[src/hw/rtl/one_shot_timer_pool_core_defines.svh]
// Assertion macros shared by the timer pool RTL.
`ifndef ONE_SHOT_TIMER_POOL_CORE_DEFINES_SVH
`define ONE_SHOT_TIMER_POOL_CORE_DEFINES_SVH

// Same-cycle implication, checked on clk and disabled while rst_n is low.
`define OSTP_ASSERT_NOW(label, ante, cons, msg) \
  label: assert property (@(posedge clk) disable iff (!rst_n) (ante) |-> (cons)) \
    else $error(msg);

// Next-cycle implication, checked on clk and disabled while rst_n is low.
`define OSTP_ASSERT_NEXT(label, ante, cons, msg) \
  label: assert property (@(posedge clk) disable iff (!rst_n) (ante) |=> (cons)) \
    else $error(msg);

`endif

[src/hw/rtl/ostp_pkg.sv]
// Shared types, command and status codes for the one-shot timer pool.
package ostp_pkg;

  localparam int unsigned TIMER_COUNT = 8;
  localparam int unsigned ID_W        = (TIMER_COUNT > 1) ? $clog2(TIMER_COUNT) : 1;
  localparam int unsigned CMD_W       = 3;
  localparam int unsigned IDX_W       = 3;
  localparam int unsigned PERIOD_W    = 32;
  localparam int unsigned STATUS_W    = 2;
  // The slot field is three bits wide, so only the slots it can name can be claimed.
  localparam int unsigned ALLOC_LIMIT = (TIMER_COUNT < (1 << IDX_W)) ? TIMER_COUNT
                                                                     : (1 << IDX_W);

  localparam logic [CMD_W-1:0] CMD_TICK       = 3'd0;
  localparam logic [CMD_W-1:0] CMD_REGISTER   = 3'd1;
  localparam logic [CMD_W-1:0] CMD_START      = 3'd2;
  localparam logic [CMD_W-1:0] CMD_STOP       = 3'd3;
  localparam logic [CMD_W-1:0] CMD_UNREGISTER = 3'd4;
  localparam logic [CMD_W-1:0] CMD_CHECK      = 3'd5;

  localparam logic [STATUS_W-1:0] ST_DONE  = 2'd0;
  localparam logic [STATUS_W-1:0] ST_FULL  = 2'd1;
  localparam logic [STATUS_W-1:0] ST_UNREG = 2'd2;

  // Command token that walks the chain of slot cells.
  typedef struct packed {
    logic                valid;
    logic [CMD_W-1:0]    cmd;
    logic [IDX_W-1:0]    idx;
    logic [PERIOD_W-1:0] period;
    logic                found;
    logic [IDX_W-1:0]    slot;
    logic [STATUS_W-1:0] status;
    logic                expired;
  } token_t;

  // One result item.
  typedef struct packed {
    logic [IDX_W-1:0]    slot;
    logic [STATUS_W-1:0] status;
    logic                expired;
  } result_t;

endpackage

[src/hw/rtl/ostp_cell.sv]
// One timer slot: holds its state and applies the passing command token.
module ostp_cell (
  input  logic                         clk,
  input  logic                         rst_n,
  input  logic [ostp_pkg::ID_W-1:0]    cell_id,
  input  ostp_pkg::token_t             tok_in,
  output ostp_pkg::token_t             tok_out
);

  logic                            used_r, used_nxt;
  logic                            running_r, running_nxt;
  logic [ostp_pkg::PERIOD_W-1:0]   period_r, period_nxt;
  logic [ostp_pkg::PERIOD_W-1:0]   count_r, count_nxt;
  ostp_pkg::token_t                tok_out_r, tok_out_nxt;
  logic                            hit;
  logic                            alloc_ok;

  assign hit      = tok_in.valid && used_r && (32'(tok_in.idx) == 32'(cell_id));
  assign alloc_ok = 32'(cell_id) < ostp_pkg::ALLOC_LIMIT;

  always_comb begin
    used_nxt    = used_r;
    running_nxt = running_r;
    period_nxt  = period_r;
    count_nxt   = count_r;
    tok_out_nxt = tok_in;
    unique case (tok_in.cmd)
      ostp_pkg::CMD_TICK: begin
        if (tok_in.valid && running_r && (count_r != '1)) begin
          count_nxt = count_r + 1'b1;
        end
      end
      ostp_pkg::CMD_REGISTER: begin
        // The first free slot down the chain claims the request.
        if (tok_in.valid && !tok_in.found && !used_r && alloc_ok) begin
          used_nxt           = 1'b1;
          running_nxt        = 1'b0;
          period_nxt         = tok_in.period;
          count_nxt          = '0;
          tok_out_nxt.found  = 1'b1;
          tok_out_nxt.slot   = ostp_pkg::IDX_W'(32'(cell_id));
          tok_out_nxt.status = ostp_pkg::ST_DONE;
        end
      end
      ostp_pkg::CMD_START: begin
        if (hit) begin
          count_nxt          = '0;
          running_nxt        = 1'b1;
          tok_out_nxt.status = ostp_pkg::ST_DONE;
        end
      end
      ostp_pkg::CMD_STOP: begin
        if (hit) begin
          running_nxt        = 1'b0;
          tok_out_nxt.status = ostp_pkg::ST_DONE;
        end
      end
      ostp_pkg::CMD_UNREGISTER: begin
        if (hit) begin
          used_nxt           = 1'b0;
          running_nxt        = 1'b0;
          tok_out_nxt.status = ostp_pkg::ST_DONE;
        end
      end
      ostp_pkg::CMD_CHECK: begin
        if (hit) begin
          tok_out_nxt.status = ostp_pkg::ST_DONE;
          if (running_r && (count_r >= period_r)) begin
            running_nxt         = 1'b0;
            tok_out_nxt.expired = 1'b1;
          end
        end
      end
      default: begin
      end
    endcase
  end

  always_ff @(posedge clk) begin
    if (!rst_n) begin
      used_r          <= 1'b0;
      running_r       <= 1'b0;
      tok_out_r.valid <= 1'b0;
    end else begin
      used_r    <= used_nxt;
      running_r <= running_nxt;
      tok_out_r <= tok_out_nxt;
    end
  end

  always_ff @(posedge clk) begin
    period_r <= period_nxt;
    count_r  <= count_nxt;
  end

  assign tok_out = tok_out_r;

endmodule

[src/hw/rtl/one_shot_timer_pool_core.sv]
// Top level of the one-shot timer pool: command entry, cell chain and result buffer.
// Each item passes the entry register and then every slot cell before it reaches the output.
// Only one item is in the chain at a time: a new item is taken only after the last one left it.
// A finished result may wait in a two-entry output buffer while the next item is taken.
// Reset (rst_n low, synchronous) frees and stops every slot and empties the chain and buffer.
// Period and count storage is not reset; register writes it before any command reads it.
`include "one_shot_timer_pool_core_defines.svh"

module one_shot_timer_pool_core (
  input  logic                                clk,
  input  logic                                rst_n,
  input  logic                                in_valid,
  output logic                                in_ready,
  input  logic [ostp_pkg::CMD_W-1:0]          in_command,
  input  logic [ostp_pkg::IDX_W-1:0]          in_timer_index,
  input  logic [ostp_pkg::PERIOD_W-1:0]       in_period,
  output logic                                out_valid,
  input  logic                                out_ready,
  output logic [ostp_pkg::IDX_W-1:0]          out_slot,
  output logic [ostp_pkg::STATUS_W-1:0]       out_status,
  output logic                                out_expired
);

  // Only one command token is in the chain at a time. It enters the entry
  // register, then passes one slot cell per cycle; each cell updates its own
  // slot and the token's result fields. The token leaving the last cell is
  // the finished result.

  logic                               in_xfer;
  logic                               busy_r, busy_nxt;
  ostp_pkg::token_t                   entry_r, entry_nxt;
  ostp_pkg::token_t                   tok [0:ostp_pkg::TIMER_COUNT];
  logic [ostp_pkg::TIMER_COUNT:0]     tok_valid;
  logic                               fin;
  ostp_pkg::result_t                  fin_res;
  logic                               out_v_r, out_v_nxt;
  ostp_pkg::result_t                  out_r, out_nxt;
  logic                               hold_v_r, hold_v_nxt;
  ostp_pkg::result_t                  hold_r, hold_nxt;

  // A new command is taken once the previous token has left the chain and the
  // overflow entry of the output buffer is free, so its result always has room.
  assign in_ready = !busy_r && !hold_v_r;
  assign in_xfer  = in_valid && in_ready;

  // Seed the token with the answer it gives if no cell claims it.
  always_comb begin
    entry_nxt         = entry_r;
    entry_nxt.valid   = in_xfer;
    entry_nxt.cmd     = in_command;
    entry_nxt.idx     = in_timer_index;
    entry_nxt.period  = in_period;
    entry_nxt.found   = 1'b0;
    entry_nxt.slot    = in_timer_index;
    entry_nxt.expired = 1'b0;
    unique case (in_command) inside
      ostp_pkg::CMD_REGISTER: begin
        entry_nxt.slot   = '0;
        entry_nxt.status = ostp_pkg::ST_FULL;
      end
      ostp_pkg::CMD_START, ostp_pkg::CMD_STOP,
      ostp_pkg::CMD_UNREGISTER, ostp_pkg::CMD_CHECK: begin
        entry_nxt.status = ostp_pkg::ST_UNREG;
      end
      default: begin
        entry_nxt.status = ostp_pkg::ST_DONE;
      end
    endcase
  end

  always_ff @(posedge clk) begin
    if (!rst_n) begin
      entry_r.valid <= 1'b0;
    end else begin
      entry_r <= entry_nxt;
    end
  end

  assign tok[0] = entry_r;

  for (genvar i = 0; i < ostp_pkg::TIMER_COUNT; i++) begin : g_cell
    ostp_cell u_cell (
      .clk     (clk),
      .rst_n   (rst_n),
      .cell_id (ostp_pkg::ID_W'(i)),
      .tok_in  (tok[i]),
      .tok_out (tok[i+1])
    );
  end

  for (genvar i = 0; i <= ostp_pkg::TIMER_COUNT; i++) begin : g_valid
    assign tok_valid[i] = tok[i].valid;
  end

  assign fin             = tok[ostp_pkg::TIMER_COUNT].valid;
  assign fin_res.slot    = tok[ostp_pkg::TIMER_COUNT].slot;
  assign fin_res.status  = tok[ostp_pkg::TIMER_COUNT].status;
  assign fin_res.expired = tok[ostp_pkg::TIMER_COUNT].expired;

  // The chain is busy from the input transfer until the token leaves the last cell.
  always_comb begin
    busy_nxt = busy_r;
    if (in_xfer) begin
      busy_nxt = 1'b1;
    end else if (fin) begin
      busy_nxt = 1'b0;
    end
  end

  // Output register plus one overflow entry. A finished result goes straight
  // to the output register when it is free or draining; otherwise it waits in
  // the overflow entry.
  always_comb begin
    out_v_nxt  = out_v_r;
    out_nxt    = out_r;
    hold_v_nxt = hold_v_r;
    hold_nxt   = hold_r;
    if (!out_v_r || out_ready) begin
      if (hold_v_r) begin
        out_nxt    = hold_r;
        out_v_nxt  = 1'b1;
        hold_v_nxt = 1'b0;
      end else if (fin) begin
        out_nxt   = fin_res;
        out_v_nxt = 1'b1;
      end else begin
        out_v_nxt = 1'b0;
      end
    end else if (fin) begin
      hold_nxt   = fin_res;
      hold_v_nxt = 1'b1;
    end
  end

  always_ff @(posedge clk) begin
    if (!rst_n) begin
      busy_r   <= 1'b0;
      out_v_r  <= 1'b0;
      hold_v_r <= 1'b0;
    end else begin
      busy_r   <= busy_nxt;
      out_v_r  <= out_v_nxt;
      hold_v_r <= hold_v_nxt;
    end
  end

  always_ff @(posedge clk) begin
    out_r  <= out_nxt;
    hold_r <= hold_nxt;
  end

  assign out_valid   = out_v_r;
  assign out_slot    = out_r.slot;
  assign out_status  = out_r.status;
  assign out_expired = out_r.expired;

  `OSTP_ASSERT_NOW(a_single_token, 1'b1, $onehot0(tok_valid), "more than one token in the chain")
  `OSTP_ASSERT_NOW(a_fin_when_busy, fin, busy_r && !hold_v_r, "token finished while idle")
  `OSTP_ASSERT_NEXT(a_xfer_enters, in_xfer, tok_valid[0] && busy_r, "item did not enter the chain")
  `OSTP_ASSERT_NOW(a_hold_behind_out, hold_v_r, out_v_r, "overflow entry full, output empty")

endmodule

[config.mk]
export PLATFORM = sky130hd
export DESIGN_NAME = one_shot_timer_pool_core
export DESIGN_NICKNAME = d
export VERILOG_FILES = /design/src/hw/rtl/ostp_pkg.sv /design/src/hw/rtl/ostp_cell.sv /design/src/hw/rtl/one_shot_timer_pool_core.sv
export VERILOG_INCLUDE_DIRS = /design/src /design/src/hw/rtl
export SDC_FILE = /design/constraint.sdc
export NUM_CORES = 1
export LEC_CHECK = 0
export BUFFER_PORTS_ARGS = -buffer_cell sky130_fd_sc_hd__buf_4
export CAP_MARGIN = 20
export CORE_MARGIN = 2
export CORE_UTILIZATION = 55
export DETAILED_ROUTE_END_ITERATION = 8
export MAX_ROUTING_LAYER = met4
export PLACE_DENSITY = 0.71
export SLEW_MARGIN = 20
export SYNTH_ARGS = -nofsm -noshare
export SYNTH_HDL_FRONTEND = slang
export SYNTH_SLANG_ARGS = --single-unit
[constraint.sdc]
create_clock -name clk -period 10.6 [get_ports clk]
set_input_delay 0.53 -clock clk [delete_from_list [all_inputs] [get_ports clk]]
set_output_delay 0.53 -clock clk [all_outputs]
set_load 0.005 [all_outputs]
==> flow_metrics.env, run 1 <==
export IMPL_status="finished, final reports clean"
export IMPL_route_detailed_vias_per_inst=5.56
export IMPL_worst_endpoint_required_ns=10.98
export IMPL_max_cap_violations=0
export IMPL_net_load_switching_power_mw=1.57
export IMPL_period_share=0.290
export IMPL_power_clock_fraction=0.418
export IMPL_timing_final_setup_violations=0
export IMPL_final_nets=3534
export IMPL_postRouteWirelength_um=73100
export IMPL_grtUsageTotal=0.198
export IMPL_leakage_nw=17.0
export IMPL_clock_fmax_mhz=325
export IMPL_layout_area_overhead_vs_synth_pct=11.6
export IMPL_timing_max_transition_violations_final=0
export IMPL_pin_count=50
export IMPL_cts_reportedPaths_clkPinSlew_ns=0.06
export IMPL_post_synth_cell_area_avg_um2=13.2
export IMPL_floorplan_initialDensity=0.553
export IMPL_crit_type="register to register"
export IMPL_grt_start_max_net_pins=124
export IMPL_p_int_mw=6.04
export IMPL_postSynthRegisterBits=916
export IMPL_rr_startpoint="g_cell[6].u_cell.count_r[0]"
export IMPL_tritoncts_num_buffers=94
export IMPL_cts_path_max_buffers=3
export IMPL_critical_path_reg2reg_endpoint="g_cell[6].u_cell.tok_out[0]"
export IMPL_holdCritPathClass="input port to register"
export IMPL_timing_setup_tns_ns=0
export IMPL_ys_types=76
export IMPL_p_comb_frac=0.028
export IMPL_synth_edff_count=888
export IMPL_ff2ff_path_depth=8
export IMPL_globalRouteOverflowTotal=0
export IMPL_synth_seq_area_share=0.663
export IMPL_drtIter0Drc=1589
export IMPL_clkSinkCount=916
export IMPL_setup_repair_after_global_routing_missed_its_margin="false"
export IMPL_first_pass_iters=6
export IMPL_crit_path_max_fanout=5
export IMPL_cts_tree="yes"
export IMPL_drt_drc_violations_left=0
export IMPL_worstHoldEndpoint="entry_r[18]"
export IMPL_final_hold_violation_count=0
export IMPL_worstSkewPairLatency_ns=0.64
export IMPL_port_buffer_count=49
export IMPL_cts_hold_buffers=0
export IMPL_dieArea_um2=76800
export IMPL_power_ir_vdd_worst_v=0.000120
export IMPL_clockRootBuffer="sky130_fd_sc_hd__clkbuf_16"
export IMPL_route_antenna_remaining_nets=0
export IMPL_rrSetupSlack_ns=7.53
export IMPL_synth_warning_count=0
export IMPL_route_vias_total=23700
export IMPL_cts_repair_timing_setup_buffer_count=0
export IMPL_postCtsResizedCells=0
export IMPL_ys_top_cells_by_area="sky130_fd_sc_hd__edfxtp_1 65%, sky130_fd_sc_hd__ha_1 8.0%, sky130_fd_sc_hd__xor2_1 3.0%"
export IMPL_min_from="in_period[11]"
export IMPL_final_layout_size_suffix_gt1_frac=0.0875
export IMPL_finalWorstPathRequiredPeriod_ns=3.07
export IMPL_core_area_um2=74200
export IMPL_hold_path_depth=1
export IMPL_wl_per_cell_um=17.1
export IMPL_worst_ep_arrival_time_ns=3.45
export IMPL_max_slew_worst_pin_slew_ns=1.02
export IMPL_yosysMostFrequentCell="sky130_fd_sc_hd__edfxtp_1"
export IMPL_slew_headroom=0.313
export IMPL_htree_levels=3
export IMPL_dieHeight_um=277
export IMPL_fillcell_total=5539
export IMPL_power_per_unit_of_standard_cell_area_nw_per_um2=166
export IMPL_detailedPlacementHpwl_um=51800
export IMPL_start_kind="register"
export IMPL_preCtsSetupSlack_ns=7.18
export IMPL_post_synth_inst_count=3104
export IMPL_diodes=0
export IMPL_clock_skew_ns=0.0254
export IMPL_critical_path_endpoint_type="register"
export IMPL_post_synth_top_area_cell="sky130_fd_sc_hd__edfxtp_1"
export IMPL_postSynth_asyncResetShare=0
export IMPL_gp_routability_congestion=0.865
export IMPL_switching_share=0.206
export IMPL_mappedNetlistNets=3410
export IMPL_power_sequential_fraction=0.553
export IMPL_synth_top_cells_by_count="888 x sky130_fd_sc_hd__edfxtp_1, 309 x sky130_fd_sc_hd__nor2_1, 293 x sky130_fd_sc_hd__inv_1"
export IMPL_site_row_count=100
export IMPL_first_global_vias=24200
export IMPL_timing_final_ws_setup_ns=7.53
export IMPL_synthFlopType="sky130_fd_sc_hd__edfxtp_1"
export IMPL_synth_area_um2=41100
export IMPL_chipWidth_um=277
export IMPL_grt_first_pass_wirelength_um=119000
export IMPL_synthDominantCellAreaShare=0.650
export IMPL_antenna_found_initial=1
## cell usage in the layout, fill, tap and decap left out, drive strengths merged, types with 42 or more instances in the layout
master | Yosys | final
buf | 3 | 80
nand2 | 162 | 162
edfxtp | 888 | 888
clkinv | 0 | 42
a21oi | 151 | 151
ha | 264 | 264
xor2 | 142 | 142
nor2b | 45 | 45
nand4 | 85 | 85
nor2 | 309 | 309
clkbuf | 49 | 114
xnor2 | 74 | 74
o21ai | 85 | 85
nand3 | 127 | 127
inv | 293 | 294
## critical path, cell delays in order, from the launching register on
cell and delay, ns:
sky130_fd_sc_hd__edfxtp_1 0.42, sky130_fd_sc_hd__inv_1 0.08, sky130_fd_sc_hd__ha_1 0.29, sky130_fd_sc_hd__nand2b_1 0.13
sky130_fd_sc_hd__a2111oi_0 0.74, sky130_fd_sc_hd__o41ai_1 0.13, sky130_fd_sc_hd__or4_1 0.51, sky130_fd_sc_hd__a31oi_1 0.39
sky130_fd_sc_hd__o21bai_1 0.12
## routing by layer
| metal | up-vias | track usage | part of all wire |
|---|---|---|---|
| met4 | 0 | 0.0889 | 0.044 |
| met2 | 522 | 0.338 | 0.51 |
| met5 | - | - | 0 |
| met1 | 11500 | 0.233 | 0.41 |
| met3 | 202 | 0.0294 | 0.036 |
| li1 | 11600 | - | - |
## sequential cells by signal, indices dropped and copies added, names as in the netlist, 3 cells and up
| register | count |
|---|---|
| g_cell.u_cell.period_r | 256 |
| out_slot | 3 |
| hold_r | 6 |
| g_cell.u_cell.count_r | 256 |
| entry_r | 44 |
| g_cell.u_cell.running_r | 8 |
| g_cell.u_cell.tok_out | 329 |
| g_cell.u_cell.used_r | 8 |
## power by group through the flow
stage | sequential, mW | combinational, mW | clock [mW]
floorplan | 4.24 | 0.139 | 0
finish | 4.21 | 0.217 | 3.18
detailed placement | 4.28 | 0.219 | 0
global route | 4.22 | 0.246 | 3.40
CTS | 4.21 | 0.219 | 3.27
global placement | 4.28 | 0.206 | 0
## worst max path at each step
stage                                             from                     endpoint
after floorplan           g_cell[6].u_cell.count_r[18]  g_cell[6].u_cell.count_r[0]
after global placement                           rst_n                  entry_r[34]
after detailed placement                         rst_n                  entry_r[32]
after CTS                 g_cell[0].u_cell.count_r[12]   g_cell[0].u_cell.running_r
after global routing       g_cell[6].u_cell.count_r[0]  g_cell[6].u_cell.tok_out[0]
final                      g_cell[6].u_cell.count_r[0]  g_cell[6].u_cell.tok_out[0]
## logic make-up (layout without fill, tap and decap cells)
logic type	Yosys count	count (layout)	share of synthesized area
buf+inv	345	543	0.0316
compound gates	353	353	0.0517
xor+xnor	216	216	0.0461
fa+ha+maj	264	264	0.0805
flops	916	916	0.663
simple gates	1002	1002	0.125
mux	8	8	0.00216
## through the flow
| step | util | hold WS, ns | total power [mW] | cell area, µm² | cells |
|---|---|---|---|---|---|
| finish | 0.617 | 0.0625 | 7.61 | 45800 | 4271 |
| global route | 0.617 | 0.0285 | 7.87 | 45800 | 4271 |
| CTS | 0.617 | 0.0176 | 7.69 | 45800 | 4271 |
| detailed placement | 0.577 | 0.405 | 4.50 | 42800 | 4101 |
| global placement | 0.577 | 0.404 | 4.48 | 42800 | 4101 |
| floorplan | - | 0.400 | 4.38 | 41100 | 3104 |
## layout make-up
| class | instances | area, µm² | share of cell area |
|---|---|---|---|
| tap | 969 | 1210 | 0.0265 |
| timing repair buffer | 80 | 608 | 0.0133 |
| sequential | 916 | 27200 | 0.594 |
| multi-input combinational | 1843 | 12700 | 0.277 |
| inverter | 293 | 1100 | 0.0240 |
| clock inverter | 56 | 499 | 0.0109 |
| clock buffer | 114 | 2490 | 0.0544 |
Note: power is estimated with default switching activity, not from simulation.
==> run 2: changes to the inputs <==
--- a/config.mk
+++ b/config.mk
@@ -12,7 +12,7 @@
 export CORE_UTILIZATION = 55
 export DETAILED_ROUTE_END_ITERATION = 8
 export MAX_ROUTING_LAYER = met4
-export PLACE_DENSITY = 0.71
+export PLACE_DENSITY = 0.74
 export SLEW_MARGIN = 20
 export SYNTH_ARGS = -nofsm -noshare
 export SYNTH_HDL_FRONTEND = slang
==> constraint.sdc (replaced) <==
create_clock -name clk -period 2.7 [get_ports clk]
set_input_delay 0.135 -clock clk [delete_from_list [all_inputs] [get_ports clk]]
set_output_delay 0.135 -clock clk [all_outputs]
set_load 0.005 [all_outputs]
==> flow_metrics.env, run 2 (synthesis results as in run 1) <==
export IMPL_status="finished, final reports clean"
export IMPL_placedCellCount=4160
export IMPL_dieArea_um2=76800
export IMPL_route_vias_total=24200
export IMPL_first_pass_iters=7
export IMPL_cts_reportedPaths_clkPinSlew_ns=0.06
export IMPL_route_detailed_vias_per_inst=5.52
export IMPL_floorplan_initialDensity=0.553
export IMPL_port_buffer_count=49
export IMPL_layout_cells_most_common_list="888 x sky130_fd_sc_hd__edfxtp_1, 300 x sky130_fd_sc_hd__nor2_1, 293 x sky130_fd_sc_hd__inv_1, 263 x sky130_fd_sc_hd__ha_1, 161 x sky130_fd_sc_hd__nand2_1"
export IMPL_gp_routability_congestion=0.890
export IMPL_first_global_vias=25200
export IMPL_timing_final_ws_setup_ns=0.131
export IMPL_crit_type="register to register"
export IMPL_dieHeight_um=277
export IMPL_max_slew_worst_pin_slew_ns=0.650
export IMPL_htree_levels=3
export IMPL_preCtsSetupSlack_ns=0.00330
export IMPL_min_from="in_period[15]"
export IMPL_site_row_count=100
export IMPL_critical_path_slowest_cell="sky130_fd_sc_hd__edfxtp_1"
export IMPL_setup_repair_after_global_routing_missed_its_margin="false"
export IMPL_slew_headroom=0.565
export IMPL_cts_repair_timing_setup_buffer_count=0
export IMPL_layout_cells_non_filler=4377
export IMPL_finalWorstPathRequiredPeriod_ns=2.57
export IMPL_critical_path_buf_inv_count=1
export IMPL_final_nets=3634
export IMPL_fillcell_total=5363
export IMPL_hold_path_depth=2
export IMPL_clockRootBuffer="sky130_fd_sc_hd__clkbuf_16"
export IMPL_placed_area_um2=43500
export IMPL_pin_count=50
export IMPL_route_antenna_remaining_nets=0
export IMPL_core_area_um2=74200
export IMPL_wl_per_cell_um=17.6
export IMPL_worst_path_largest_cell_delay_ns=0.42
export IMPL_series_of_cell_instances_along_the_critical_path="ha_1 > nand3_1 > nor2_1 > nand4_1 > nor4_1 > nor3_1 > o31a_1 > buf_12"
export IMPL_power_per_unit_of_standard_cell_area_nw_per_um2=653
export IMPL_layout_commonest_cell="sky130_fd_sc_hd__edfxtp_1"
export IMPL_worstHoldEndpoint="entry_r[22]"
export IMPL_critical_path_endpoint_type="register"
export IMPL_period_share=0.951
export IMPL_timing_critical_path_max_delay_family="simple AND/OR/NAND/NOR gates"
export IMPL_timing_max_transition_violations_final=0
export IMPL_start_kind="register"
export IMPL_ff2ff_path_depth=8
export IMPL_drtIter0Drc=1633
export IMPL_drt_drc_violations_left=0
export IMPL_grtUsageTotal=0.210
export IMPL_antenna_found_initial=0
export IMPL_cts_path_max_buffers=3
export IMPL_final_layout_size_suffix_gt1_frac=0.108
export IMPL_cts_tree="yes"
export IMPL_chipWidth_um=277
export IMPL_worst_ep_arrival_time_ns=2.95
export IMPL_final_design_area_excluding_fillers_um2=47100
export IMPL_grt_start_max_net_pins=67
export IMPL_tritoncts_num_buffers=94
export IMPL_final_hold_violation_count=0
export IMPL_rr_startpoint="g_cell[2].u_cell.count_r[0]"
export IMPL_clock_fmax_mhz=389
export IMPL_finalCoreUtilization=0.635
export IMPL_crit_path_max_fanout=32
export IMPL_critical_path_reg2reg_endpoint="g_cell[2].u_cell.count_r[14]"
export IMPL_timing_setup_tns_ns=0
export IMPL_leakage_nw=17.6
export IMPL_clock_skew_ns=0.0240
export IMPL_rrSetupSlack_ns=0.13
export IMPL_holdCritPathClass="input port to register"
export IMPL_largest_reg_flops=329
export IMPL_clkSinkCount=916
export IMPL_power_mw=30.7
export IMPL_max_cap_violations=0
export IMPL_postRouteWirelength_um=77100
export IMPL_globalRouteOverflowTotal=0
export IMPL_layout_area_overhead_vs_synth_pct=14.7
export IMPL_detailedPlacementHpwl_um=53600
export IMPL_grt_first_pass_wirelength_um=126000
export IMPL_worst_endpoint_required_ns=3.08
export IMPL_hold_slack_ns=0.195
export IMPL_timing_final_setup_violations=0
export IMPL_worstSkewPairLatency_ns=0.65
export IMPL_power_ir_vdd_worst_v=0.000566
run 2: cell types whose count changed in the layout (fill, tap and decap cells not counted), sizes merged:
cell / change
bufinv: +5
clkinvlp: +6
buf: +59
diode: +1
dlygate4sd3: +41
inv: +5
clkinv: -10
clkbuf: -1
run 2: worst max path at each step:
stage               slack, ns                            to  cells past startpoint                         from
floorplan               -0.84   g_cell[1].u_cell.count_r[0]                      6  g_cell[1].u_cell.count_r[8]
global placement        -0.08   g_cell[6].u_cell.tok_out[0]                      9  g_cell[6].u_cell.count_r[0]
detailed placement      0.003   g_cell[6].u_cell.tok_out[0]                      9  g_cell[6].u_cell.count_r[0]
CTS                      0.06   g_cell[6].u_cell.tok_out[0]                      9  g_cell[6].u_cell.count_r[0]
global route            0.008   g_cell[6].u_cell.count_r[2]                      9  g_cell[6].u_cell.count_r[0]
finish                   0.13  g_cell[2].u_cell.count_r[14]                      8  g_cell[2].u_cell.count_r[0]
run 2: metal layers:
metal / vias up / global-route usage / wire length [µm]
met5: - / - / 0
met4: 0 / 0.0831 / 3040
met3: 170 / 0.0295 / 2510
met2: 486 / 0.366 / 39600
met1: 11700 / 0.245 / 31900
li1: 11800 / - / -
run 2: final cells by class:
type / instances / area (µm²) / area share
flip-flops and latches: 916 / 27200 / 0.578
multi-input cells: 1843 / 12800 / 0.271
clock buffers: 113 / 2470 / 0.0524
repair buffers: 180 / 1600 / 0.0340
well taps: 969 / 1210 / 0.0258
inverters: 293 / 1100 / 0.0234
clock inverters: 62 / 718 / 0.0153
diodes: 1 / 2.50 / 0.0000532
run 2: timing repair:
item,CTS,global route
endpoints found under the hold margin,85,0
endpoints found under the setup margin,1,35
resized for setup,1,3
hold buffers,41,0
run 2: report_power, final:
group / leakage [nW] / switching [mW] / internal [mW]
clock: 1.53 / 5.50 / 7.75
combinational: 7.52 / 0.577 / 0.397
sequential: 8.56 / 0.348 / 16.2
==> run 3: changes to the inputs <==
--- a/config.mk
+++ b/config.mk
@@ -8,7 +8,6 @@
 export LEC_CHECK = 0
 export BUFFER_PORTS_ARGS = -buffer_cell sky130_fd_sc_hd__buf_4
 export CAP_MARGIN = 20
-export CORE_MARGIN = 2
 export CORE_UTILIZATION = 55
 export DETAILED_ROUTE_END_ITERATION = 8
 export MAX_ROUTING_LAYER = met4
==> flow_metrics.env, run 3 (synthesis results as in run 1) <==
export IMPL_worst_endpoint_required_ns=3.08
export IMPL_htree_levels=3
export IMPL_floorplan_initialDensity=0.559
export IMPL_period_share=0.993
export IMPL_postRouteWirelength_um=76000
export IMPL_globalRouteOverflowTotal=0
export IMPL_layout_cells_non_filler=4362
export IMPL_tritoncts_num_buffers=95
export IMPL_power_ir_vdd_worst_v=0.000561
export IMPL_timing_max_transition_violations_final=0
export IMPL_grtUsageTotal=0.211
export IMPL_first_pass_iters=6
export IMPL_dieArea_um2=75700
export IMPL_diodes=0
export IMPL_start_kind="register"
export IMPL_crit_type="register to register"
export IMPL_power_per_unit_of_standard_cell_area_nw_per_um2=650
export IMPL_grt_start_max_net_pins=81
export IMPL_worst_ep_arrival_time_ns=3.06
export IMPL_timing_final_ws_setup_ns=0.0200
export IMPL_clkSinkCount=916
export IMPL_chipWidth_um=275
export IMPL_clock_skew_ns=0.0295
export IMPL_rrSetupSlack_ns=0.02
export IMPL_route_antenna_remaining_nets=0
export IMPL_final_layout_size_suffix_gt1_frac=0.105
export IMPL_final_nets=3627
export IMPL_timing_final_setup_violations=0
export IMPL_max_slew_worst_pin_slew_ns=0.678
export IMPL_antenna_found_initial=1
export IMPL_site_row_count=99
export IMPL_cts_reportedPaths_clkPinSlew_ns=0.07
export IMPL_cts_path_max_buffers=3
export IMPL_crit_path_max_fanout=4
export IMPL_worstSkewPairLatency_ns=0.65
export IMPL_placedCellCount=4144
export IMPL_port_buffer_count=49
export IMPL_holdCritPathClass="input port to register"
export IMPL_clock_fmax_mhz=373
export IMPL_largest_reg_flops=329
export IMPL_status="finished, final reports clean"
export IMPL_power_mw=30.5
export IMPL_layout_cells_most_common_list="888 x sky130_fd_sc_hd__edfxtp_1, 299 x sky130_fd_sc_hd__nor2_1, 293 x sky130_fd_sc_hd__inv_1, 263 x sky130_fd_sc_hd__ha_1, 161 x sky130_fd_sc_hd__nand2_1"
export IMPL_slew_headroom=0.548
export IMPL_route_detailed_vias_per_inst=5.52
export IMPL_drt_drc_violations_left=0
export IMPL_finalCoreUtilization=0.640
export IMPL_detailedPlacementHpwl_um=53500
export IMPL_route_vias_total=24100
export IMPL_layout_area_overhead_vs_synth_pct=14.4
export IMPL_critical_path_endpoint_type="register"
export IMPL_max_cap_violations=0
export IMPL_timing_setup_tns_ns=0
export IMPL_dieHeight_um=275
export IMPL_clockRootBuffer="sky130_fd_sc_hd__clkbuf_16"
export IMPL_drtIter0Drc=1773
export IMPL_leakage_nw=17.6
export IMPL_pin_count=50
export IMPL_finalWorstPathRequiredPeriod_ns=2.68
export IMPL_final_hold_violation_count=0
export IMPL_wl_per_cell_um=17.4
export IMPL_preCtsSetupSlack_ns=-0.165
export IMPL_grt_first_pass_wirelength_um=124000
export IMPL_cts_tree="yes"
export IMPL_first_global_vias=24800
export IMPL_gp_routability_congestion=0.870
export IMPL_core_area_um2=73500
export IMPL_layout_commonest_cell="sky130_fd_sc_hd__edfxtp_1"
-- run 3: through the flow --
step           instance area [µm²]  hold WS (ns)
2_1_floorplan                41200         0.234
4_1_cts                      47000      0.000277
5_1_grt                      47000        0.0123
3_3_place_gp                 43400         0.313
3_5_place_dp                 43400         0.314
6_report                     47000        0.0103
-- run 3: report_power, final --
group	internal, mW	switching (mW)	total [mW]
Combinational	0.394	0.575	0.969
Clock	7.64	5.40	13.0
Sequential	16.2	0.348	16.5
Total	24.2	6.32	30.5
-- run 3: worst max-delay path, stage by stage (launching register included) --
cell                       delay, ns
sky130_fd_sc_hd__edfxtp_1       0.46
sky130_fd_sc_hd__ha_1           0.34
sky130_fd_sc_hd__and3_1         0.18
sky130_fd_sc_hd__o21ai_0        0.21
sky130_fd_sc_hd__o41ai_1        0.11
sky130_fd_sc_hd__or4_1          0.62
sky130_fd_sc_hd__a31oi_2        0.28
sky130_fd_sc_hd__buf_4          0.15
sky130_fd_sc_hd__o21bai_1       0.08
-- run 3: final timing paths --
check | startpoint | end | cells after the start
max | g_cell[6].u_cell.count_r[13] | g_cell[6].u_cell.tok_out[0] | 8
min reg2reg | g_cell[6].u_cell.tok_out[14] | g_cell[7].u_cell.period_r[7] | 0
max reg2reg | g_cell[6].u_cell.count_r[13] | g_cell[6].u_cell.tok_out[0] | 8
min | rst_n | g_cell[2].u_cell.tok_out[26] | 1
-- run 3: repair_timing --
| item | 4_1_cts | 5_1_grt |
|---|---|---|
| buffers inserted | 0 | 0 |
| endpoints found under the hold margin | 46 | 0 |
| hold buffers | 40 | 0 |
| resized for setup | 3 | 4 |
| pin swaps | 0 | 4 |
| endpoints found under the setup margin | 2 | 65 |
-- run 3: per-layer routing --
layer,global-route usage,wire length [µm],vias up
li1,-,-,11800
met1,0.245,31600,11700
met2,0.377,39800,460
met3,0.0296,2390,153
met4,0.0678,2220,0
met5,-,0,-
-- run 3: layout make-up --
class / instances / area [µm²]
well taps: 959 / 1200
fillers: 5288 / 26500
flip-flops and latches: 916 / 27200
inverters: 293 / 1100
clock buffers: 115 / 2470
clock inverters: 64 / 676
repair buffers: 172 / 1520
multi-input cells: 1843 / 12800
